===== config.mk =====
export PLATFORM = sky130hd
export DESIGN_NAME = lms_adaptive_fir_identifier
export DESIGN_NICKNAME = d
export VERILOG_FILES = /design/src/design/lafi_pkg.sv /design/src/design/lms_adaptive_fir_identifier.sv
export SDC_FILE = /design/constraint.sdc
export NUM_CORES = 2
export LEC_CHECK = 0
export BUFFER_PORTS_ARGS = -buffer_cell sky130_fd_sc_hd__buf_2
export CAP_MARGIN = 5
export CORE_MARGIN = 10
export CORE_UTILIZATION = 64
export DETAILED_ROUTE_END_ITERATION = 8
export GPL_TIMING_DRIVEN = 1
export HOLD_SLACK_MARGIN = 0.12
export PLACE_DENSITY = 0.84
export SYNTH_ARGS = -nofsm -noshare
export SYNTH_HDL_FRONTEND = slang
export SYNTH_SLANG_ARGS = --single-unit
export TNS_END_PERCENT = 1

===== constraint.sdc =====
create_clock -name clk -period 12.5 [get_ports clk]
set_clock_uncertainty 0.05 [all_clocks]
set_input_delay 2.5 -clock clk [delete_from_list [all_inputs] [get_ports clk]]
set_output_delay 2.5 -clock clk [all_outputs]
set_load 0.02 [all_outputs]

===== src/design/lafi_pkg.sv =====
package lafi_pkg;

    // Field and datapath widths
    localparam int DATA_W       = 16;
    localparam int OUT_W        = 36;
    localparam int WGT_W        = 32;
    localparam int PROD_W       = OUT_W + DATA_W;
    localparam int ACC_W        = PROD_W + 2;
    localparam int SAT_IN_W     = ACC_W + 2;
    localparam int FRAC_W       = 15;
    localparam int MU_W         = 6;
    localparam int MAX_TAPS     = 4;
    localparam int REF_IDX_W    = 2;
    localparam int TAPS_DEFAULT = 4;

    // Configuration port
    localparam int CFG_IDX_W  = 3;
    localparam int CFG_DATA_W = 16;

    typedef enum logic [CFG_IDX_W-1:0] {
        REG_REF_TAP0 = 3'd0,
        REG_REF_TAP1 = 3'd1,
        REG_REF_TAP2 = 3'd2,
        REG_REF_TAP3 = 3'd3,
        REG_MU_SHIFT = 3'd4
    } cfg_reg_t;

    // Reset values
    localparam logic signed [DATA_W-1:0] REF_TAP_RST = 16'sd8192;
    localparam logic [MU_W-1:0]          MU_RST      = 6'd27;
    localparam logic [MU_W-1:0]          MU_MIN      = 6'd15;

    // Saturate to the 36-bit result range
    function automatic logic signed [OUT_W-1:0] sat36(input logic signed [SAT_IN_W-1:0] v);
        logic fits;
        fits = (&v[SAT_IN_W-1:OUT_W-1]) | ~(|v[SAT_IN_W-1:OUT_W-1]);
        if (fits)
            return v[OUT_W-1:0];
        else if (v[SAT_IN_W-1])
            return {1'b1, {(OUT_W-1){1'b0}}};
        else
            return {1'b0, {(OUT_W-1){1'b1}}};
    endfunction

    // Saturate to the 32-bit weight range
    function automatic logic signed [WGT_W-1:0] sat32(input logic signed [SAT_IN_W-1:0] v);
        logic fits;
        fits = (&v[SAT_IN_W-1:WGT_W-1]) | ~(|v[SAT_IN_W-1:WGT_W-1]);
        if (fits)
            return v[WGT_W-1:0];
        else if (v[SAT_IN_W-1])
            return {1'b1, {(WGT_W-1){1'b0}}};
        else
            return {1'b0, {(WGT_W-1){1'b1}}};
    endfunction

endpackage


===== src/design/lms_adaptive_fir_identifier.sv =====
// Channel   Handshake                Payload
// -------   ----------------------   ------------------------------------------
// input     in_valid / in_ready      sample_in
// result    out_valid / out_ready    error_out, estimate_out, weight0..3_out
// config    cfg_valid / cfg_ready    cfg_index, cfg_data (cfg_ready always high)
//
// A sample runs from transfer to result load through S_MAC, S_DRAIN, S_ERR,
// S_UPD, S_UDRAIN and S_DONE: the single 36x16 multiplier issues one product
// per cycle in S_MAC (d, then y) and in S_UPD (the weight steps).
// in_ready is high only between items; a waiting result sits in the output
// register and the next sample can start behind it.
// Async active-low reset clears control, taps, weights, out_valid; presets config.
module lms_adaptive_fir_identifier #(
    parameter int TAPS = lafi_pkg::TAPS_DEFAULT
) (
    input  logic                                    clk,
    input  logic                                    rst_n,
    // sample channel
    input  logic                                    in_valid,
    output logic                                    in_ready,
    input  logic signed [lafi_pkg::DATA_W-1:0]      sample_in,
    // result channel
    output logic                                    out_valid,
    input  logic                                    out_ready,
    output logic signed [lafi_pkg::OUT_W-1:0]       error_out,
    output logic signed [lafi_pkg::OUT_W-1:0]       estimate_out,
    output logic signed [lafi_pkg::WGT_W-1:0]       weight0_out,
    output logic signed [lafi_pkg::WGT_W-1:0]       weight1_out,
    output logic signed [lafi_pkg::WGT_W-1:0]       weight2_out,
    output logic signed [lafi_pkg::WGT_W-1:0]       weight3_out,
    // configuration channel
    input  logic                                    cfg_valid,
    output logic                                    cfg_ready,
    input  logic [lafi_pkg::CFG_IDX_W-1:0]          cfg_index,
    input  logic [lafi_pkg::CFG_DATA_W-1:0]         cfg_data
);

    localparam int IW = $clog2(TAPS);

    typedef enum logic [6:0] {
        S_IDLE   = 7'b0000001,
        S_MAC    = 7'b0000010,
        S_DRAIN  = 7'b0000100,
        S_ERR    = 7'b0001000,
        S_UPD    = 7'b0010000,
        S_UDRAIN = 7'b0100000,
        S_DONE   = 7'b1000000
    } state_t;

    // What the product register holds
    typedef enum logic [1:0] {
        K_D = 2'd0,
        K_Y = 2'd1,
        K_W = 2'd2
    } kind_t;

    state_t state_reg, state_next;
    logic [IW-1:0] idx_reg, idx_next;
    logic phase_reg, phase_next;       // 0: reference taps, 1: adaptive weights

    // Configuration registers
    logic signed [lafi_pkg::DATA_W-1:0] ref_tap_reg [lafi_pkg::MAX_TAPS];
    logic [lafi_pkg::MU_W-1:0]          mu_reg;

    // Tap line and weights
    logic signed [lafi_pkg::DATA_W-1:0] x_reg [TAPS];
    logic signed [lafi_pkg::WGT_W-1:0]  w_reg [TAPS];

    // Product pipeline stage
    logic signed [lafi_pkg::PROD_W-1:0] prod_reg;
    logic                               pvld_reg, pvld_next;
    kind_t                              pkind_reg, pkind_next;
    logic [IW-1:0]                      ptag_reg;

    // Accumulators and error
    logic signed [lafi_pkg::ACC_W-1:0] d_reg;
    logic signed [lafi_pkg::ACC_W-1:0] acc_reg;
    logic signed [lafi_pkg::OUT_W-1:0] e_reg;
    logic signed [lafi_pkg::OUT_W-1:0] y_reg;

    // Output register
    logic                               out_valid_reg;
    logic signed [lafi_pkg::OUT_W-1:0]  eout_reg;
    logic signed [lafi_pkg::OUT_W-1:0]  yout_reg;
    logic signed [lafi_pkg::WGT_W-1:0]  wout_reg [lafi_pkg::MAX_TAPS];

    logic in_xfer;
    logic out_load;
    logic idx_last;

    logic signed [lafi_pkg::OUT_W-1:0]    mul_a;
    logic signed [lafi_pkg::DATA_W-1:0]   mul_b;
    logic signed [lafi_pkg::PROD_W-1:0]   mul_p;
    logic [IW-1:0]                        w_addr;
    logic signed [lafi_pkg::WGT_W-1:0]    w_rd;
    logic [lafi_pkg::MU_W-1:0]            sh_val;
    logic signed [lafi_pkg::PROD_W-1:0]   delta;
    logic signed [lafi_pkg::ACC_W-1:0]    y_full;
    logic signed [lafi_pkg::OUT_W-1:0]    y_sat;
    logic signed [lafi_pkg::SAT_IN_W-1:0] e_full;

    assign in_ready  = (state_reg == S_IDLE);
    assign cfg_ready = 1'b1;
    assign out_valid = out_valid_reg;
    assign in_xfer   = in_valid && in_ready;
    assign out_load  = (state_reg == S_DONE) && (!out_valid_reg || out_ready);
    assign idx_last  = (idx_reg == IW'(TAPS - 1));

    // Sequencer
    always_comb
    begin
        state_next = state_reg;
        idx_next   = idx_reg;
        phase_next = phase_reg;
        pvld_next  = 1'b0;
        pkind_next = K_D;
        case (state_reg)
            S_IDLE:
            begin
                if (in_xfer)
                begin
                    state_next = S_MAC;
                    idx_next   = '0;
                    phase_next = 1'b0;
                end
            end
            S_MAC:
            begin
                pvld_next  = 1'b1;
                pkind_next = phase_reg ? K_Y : K_D;
                if (idx_last)
                begin
                    idx_next = '0;
                    if (phase_reg)
                        state_next = S_DRAIN;
                    else
                        phase_next = 1'b1;
                end
                else
                begin
                    idx_next = idx_reg + 1'b1;
                end
            end
            S_DRAIN:
            begin
                state_next = S_ERR;
            end
            S_ERR:
            begin
                state_next = S_UPD;
                idx_next   = '0;
            end
            S_UPD:
            begin
                pvld_next  = 1'b1;
                pkind_next = K_W;
                if (idx_last)
                    state_next = S_UDRAIN;
                else
                    idx_next = idx_reg + 1'b1;
            end
            S_UDRAIN:
            begin
                state_next = S_DONE;
            end
            S_DONE:
            begin
                if (out_load)
                    state_next = S_IDLE;
            end
            default:
            begin
                state_next = S_IDLE;
            end
        endcase
    end

    // Shared multiplier operand select
    assign w_addr = (state_reg == S_MAC) ? idx_reg : ptag_reg;
    assign w_rd   = w_reg[w_addr];

    always_comb
    begin
        if (state_reg == S_UPD)
            mul_a = e_reg;
        else if (phase_reg)
            mul_a = lafi_pkg::OUT_W'(w_rd);
        else
            mul_a = lafi_pkg::OUT_W'(ref_tap_reg[lafi_pkg::REF_IDX_W'(idx_reg)]);
    end

    assign mul_b = x_reg[idx_reg];
    assign mul_p = mul_a * mul_b;

    // Weight step: mu_shift below 15 acts as 15
    assign sh_val = (mu_reg < lafi_pkg::MU_MIN) ? '0 : mu_reg - lafi_pkg::MU_MIN;
    assign delta  = prod_reg >>> sh_val;

    // Estimate and error
    assign y_full = acc_reg >>> lafi_pkg::FRAC_W;
    assign y_sat  = lafi_pkg::sat36(lafi_pkg::SAT_IN_W'(y_full));
    assign e_full = lafi_pkg::SAT_IN_W'(d_reg) - lafi_pkg::SAT_IN_W'(y_sat);

    // Control registers
    always_ff @(posedge clk or negedge rst_n)
    begin
        if (!rst_n)
        begin
            state_reg <= S_IDLE;
            idx_reg   <= '0;
            phase_reg <= 1'b0;
            pvld_reg  <= 1'b0;
            pkind_reg <= K_D;
            ptag_reg  <= '0;
        end
        else
        begin
            state_reg <= state_next;
            idx_reg   <= idx_next;
            phase_reg <= phase_next;
            pvld_reg  <= pvld_next;
            pkind_reg <= pkind_next;
            ptag_reg  <= idx_reg;
        end
    end

    // Configuration writes
    always_ff @(posedge clk or negedge rst_n)
    begin
        if (!rst_n)
        begin
            for (int n = 0; n < lafi_pkg::MAX_TAPS; n++)
                ref_tap_reg[n] <= lafi_pkg::REF_TAP_RST;
            mu_reg <= lafi_pkg::MU_RST;
        end
        else if (cfg_valid && cfg_ready)
        begin
            case (lafi_pkg::cfg_reg_t'(cfg_index))
                lafi_pkg::REG_REF_TAP0: ref_tap_reg[0] <= cfg_data;
                lafi_pkg::REG_REF_TAP1: ref_tap_reg[1] <= cfg_data;
                lafi_pkg::REG_REF_TAP2: ref_tap_reg[2] <= cfg_data;
                lafi_pkg::REG_REF_TAP3: ref_tap_reg[3] <= cfg_data;
                lafi_pkg::REG_MU_SHIFT: mu_reg <= cfg_data[lafi_pkg::MU_W-1:0];
                default: ;
            endcase
        end
    end

    // Tap line shifts on each sample transfer
    always_ff @(posedge clk or negedge rst_n)
    begin
        if (!rst_n)
        begin
            for (int n = 0; n < TAPS; n++)
                x_reg[n] <= '0;
        end
        else if (in_xfer)
        begin
            x_reg[0] <= sample_in;
            for (int n = 1; n < TAPS; n++)
                x_reg[n] <= x_reg[n-1];
        end
    end

    // Adaptive weights, one saturating step per product
    always_ff @(posedge clk or negedge rst_n)
    begin
        if (!rst_n)
        begin
            for (int n = 0; n < TAPS; n++)
                w_reg[n] <= '0;
        end
        else if (pvld_reg && (pkind_reg == K_W))
        begin
            w_reg[ptag_reg] <= lafi_pkg::sat32(lafi_pkg::SAT_IN_W'(w_rd)
                                               + lafi_pkg::SAT_IN_W'(delta));
        end
    end

    // Product register and accumulators
    always_ff @(posedge clk)
    begin
        prod_reg <= mul_p;
        if (in_xfer)
        begin
            d_reg   <= '0;
            acc_reg <= '0;
        end
        else if (pvld_reg)
        begin
            case (pkind_reg)
                K_D:     d_reg   <= d_reg + lafi_pkg::ACC_W'(prod_reg);
                K_Y:     acc_reg <= acc_reg + lafi_pkg::ACC_W'(prod_reg);
                default: ;
            endcase
        end
        if (state_reg == S_ERR)
        begin
            y_reg <= y_sat;
            e_reg <= lafi_pkg::sat36(e_full);
        end
    end

    // Output register
    always_ff @(posedge clk or negedge rst_n)
    begin
        if (!rst_n)
            out_valid_reg <= 1'b0;
        else if (out_load)
            out_valid_reg <= 1'b1;
        else if (out_ready)
            out_valid_reg <= 1'b0;
    end

    always_ff @(posedge clk)
    begin
        if (out_load)
        begin
            eout_reg <= e_reg;
            yout_reg <= y_reg;
            for (int n = 0; n < lafi_pkg::MAX_TAPS; n++)
            begin
                if (n < TAPS)
                    wout_reg[n] <= w_reg[IW'(n)];
                else
                    wout_reg[n] <= '0;
            end
        end
    end

    assign error_out    = eout_reg;
    assign estimate_out = yout_reg;
    assign weight0_out  = wout_reg[0];
    assign weight1_out  = wout_reg[1];
    assign weight2_out  = wout_reg[2];
    assign weight3_out  = wout_reg[3];

endmodule


==> results by group <==
STA
  – Final hold violations: 0
  – Slew at the pin closest to its max-slew limit: 1.16 ns
  – Accumulated negative setup slack: 0 ns
  – Minimum clock period after layout: 11.28 ns
  – Fmax: 0.0886 GHz
  – Final count of pins violating max slew: 0
  – Unrepaired setup endpoints after global routing: no
  – Final clock period utilization by the worst path: 90.3%
  – Worst hold slack after final layout: 0.353 ns
  – Final worst slack: 1.22 ns
  – Setup violation total in the final timing report: 0
  – Relative max-transition margin: 22.5%

Logic synthesis
  – Sequential share of the synthesized area: 27.4%
  – Post-synthesis instance area: 0.0600 mm^2
  – Mean Syn Cell Area: 8.90 um^2
  – Distinct cell type count of the synthesized netlist: 101
  – Seq cells post-synth: 646
  – Async set-reset flop share out of synthesis: 43.0%
  – Area share of the leading cell type in the synthesized netlist: 18.2%
  – YS warnings: 0
  – Commonest register cell after synthesis: dfrtp_1
  – Top area cells in the synthesized netlist: fa_1 18%, dfrtp_1 11%, edfxtp_1 10%, ha_1 7.0%, nand2_1 6.0%
  – Count of flip-flops with a built-in enable after synthesis: 208
  – Post-synth top area cell: fa_1
  – Post-synthesis instance total: 6,745

Floorplan
  – Die area: 0.106 mm^2
  – Row cnt: 112
  – Initial standard-cell utilization of the core: 64.4%
  – Die Width: 326 um
  – Top-Level Pins: 243
  – Core Box Area: 0.0932 mm^2
  – Die height: 326 um

Clock network
  – Count of instances resized after the clock tree is built: 0
  – Worst-case clock buffer depth: 3
  – Worst skew pair latency: 0.66 ns
  – CTS Hold Buffers Added: 0
  – Number of H-tree levels: 3
  – TritonCTS clock tree: yes
  – Clock-pin slew of the registers on the worst-case setup and hold paths: 0.07 ns
  – Post-CTS setup-driven buffer insertion count: 0
  – Clock root buffer: clkbuf_16
  – Number of clock buffers inserted by TritonCTS: 70
  – Clock Sinks: 646

GRT
  – Overflow after GRT: 0
  – Global-route wire length before repair: 289,000 um
  – Global-route usage over all layers: 34.6%
  – Number of global-route vias before repair: 50,200
  – Antenna violations before repair: 21
  – Largest net degree at the start of global routing: 184

Worst setup path
  – Highest net fanout along the worst path: 12
  – Worst path buffer plus inverter count: 4
  – Kind of capture point of the worst setup path: flip-flop
  – Cell type of the slowest stage on the worst timing path: a21oi_1
  – Crit start category: flip-flop
  – Largest delay share family, worst path: compound AO/OA/AOI/OAI gates
  – Crit path arrival time: 11.80 ns
  – Worst stage delay on the critical path: 0.89 ns
  – CP Data Required Time: 13.01 ns
  – Most frequent cell on the critical path: fa_1
  – Worst Setup Path Type: reg -> reg

Cells and area
  – Max FFs per register: 128
  – Final Instance Count excl. Fillers: 8,055
  – Total Nets Final: 7,660
  – Area growth, synth to finish: 7.01%
  – Layout cell share with drive strength beyond 1: 9.07%
  – Filler cells: 7,186
  – Commonest cells after routing, fill and taps aside: 959 x nand2_1, 739 x inv_1, 719 x nor2_1, 545 x fa_1, 493 x a21oi_1
  – Commonest non-fill, non-tap cell in the layout: nand2_1

Drt
  – Vias per Instance: 6.37
  – DRT antenna net count: 0
  – Iter 0 DRT Violations: 6,436
  – Post-route DRC: 0
  – Number of detailed-routing iterations run before antenna repair: 7
  – Total number of vias: 51,300
  – Total wire length after detailed routing: 188,000 um
  – Routed length per instance: 23.4 um

Place
  – Placed Cells: 7,921
  – Final weighted congestion in routability-driven placement: 1.03
  – Hpwl dp: 144,000 um
  – Total of buffers placed on input and output ports: 177
  – Post-Place Worst Slack: 1.50 ns

Min path
  – Hold/Removal Path Class: reg -> reg

Job
  – Number of violations of the max-capacitance limit: 0

Status
  – Status: complete, no violations
metrics by stage:
stage          util, %  area [um^2]
2_1_floorplan        -        60300
3_3_place_gp      66.2        61700
3_5_place_dp      66.2        61700
4_1_cts           68.9        64200
5_1_grt           68.9        64200
6_report          68.9        64200
Yosys cell counts (42+ instances only):
master    count
nand2_1     962
inv_1       741
nor2_1      724
fa_1        545
a21oi_1     494
ha_1        336
dfrtp_1     269
clkbuf_1    268
o21ai_0     219
edfxtp_1    208
a21o_1      166
dfxtp_1     160
xnor2_1     160
a311oi_1    132
mux2i_1     104
nor3_1       90
mux2_2       88
xor2_1       71
nand3_1      70
buf_4        67
nand2b_1     60
mux4_2       55
a211oi_1     54
o21bai_1     50
nor2b_1      47
o21a_1       43
a31oi_1      42
worst reg2reg max path, delay by kind of cell (launching register included):
kind,cells,cell delay [ns]
mux,3,1.61
fa+ha+maj,7,2.74
compound gates,12,3.77
simple gates,6,1.91
buf+inv,4,0.49
flops,1,0.42
xor+xnor,1,0.19
final cells by class:
cell class | instances | area [um^2] | area share (%)
antenna | 7 | 17.5 | 0.0273
clock inverter | 48 | 707 | 1.10
clock buffer | 79 | 1840 | 2.86
multi-input combinational | 5022 | 39400 | 61.3
tap | 1254 | 1570 | 2.44
sequential | 646 | 16400 | 25.6
timing repair buffer | 258 | 1520 | 2.36
inverter | 741 | 2780 | 4.33
path summary, 6_finish.rpt:
| path | slack (ns) | to | start | cells after the start |
|---|---|---|---|---|
| max | 1.22 | prod_reg[50]$_DFF_P_ | state_reg[2]$_DFFE_PN0P_ | 33 |
| min | 0.35 | estimate_out[2]$_DFFE_PP_ | y_reg[2]$_DFFE_PP_ | 0 |
| max reg2reg | 1.22 | prod_reg[50]$_DFF_P_ | state_reg[2]$_DFFE_PN0P_ | 33 |
| min reg2reg | 0.35 | estimate_out[2]$_DFFE_PP_ | y_reg[2]$_DFFE_PP_ | 0 |
| max in group asynchronous | 9.22 | ref_tap_reg[14]$_DFFE_PN0P_ | rst_n | 2 |
| min in group asynchronous | 1.77 | w_reg[47]$_DFFE_PN0P_ | rst_n | 1 |
cell families after synthesis:
kind of cell,share of synthesized area [%]
buffers and inverters,7.74
AND/OR/NAND/NOR,15.9
multiplexers,5.49
XOR/XNOR,3.37
AO/OA/AOI/OAI,15.0
flip-flops,27.4
adder cells (fa/ha/maj),25.2
other,0.0125
metal layers:
metal	routed length [um]	track usage, %
met5	98	0
met4	13100	19.9
met3	23500	9.36
met2	83500	53.3
met1	68300	43.7
Power is not shown: default switching activity piles up to over one toggle a cycle in this logic, so the estimate is an artifact.
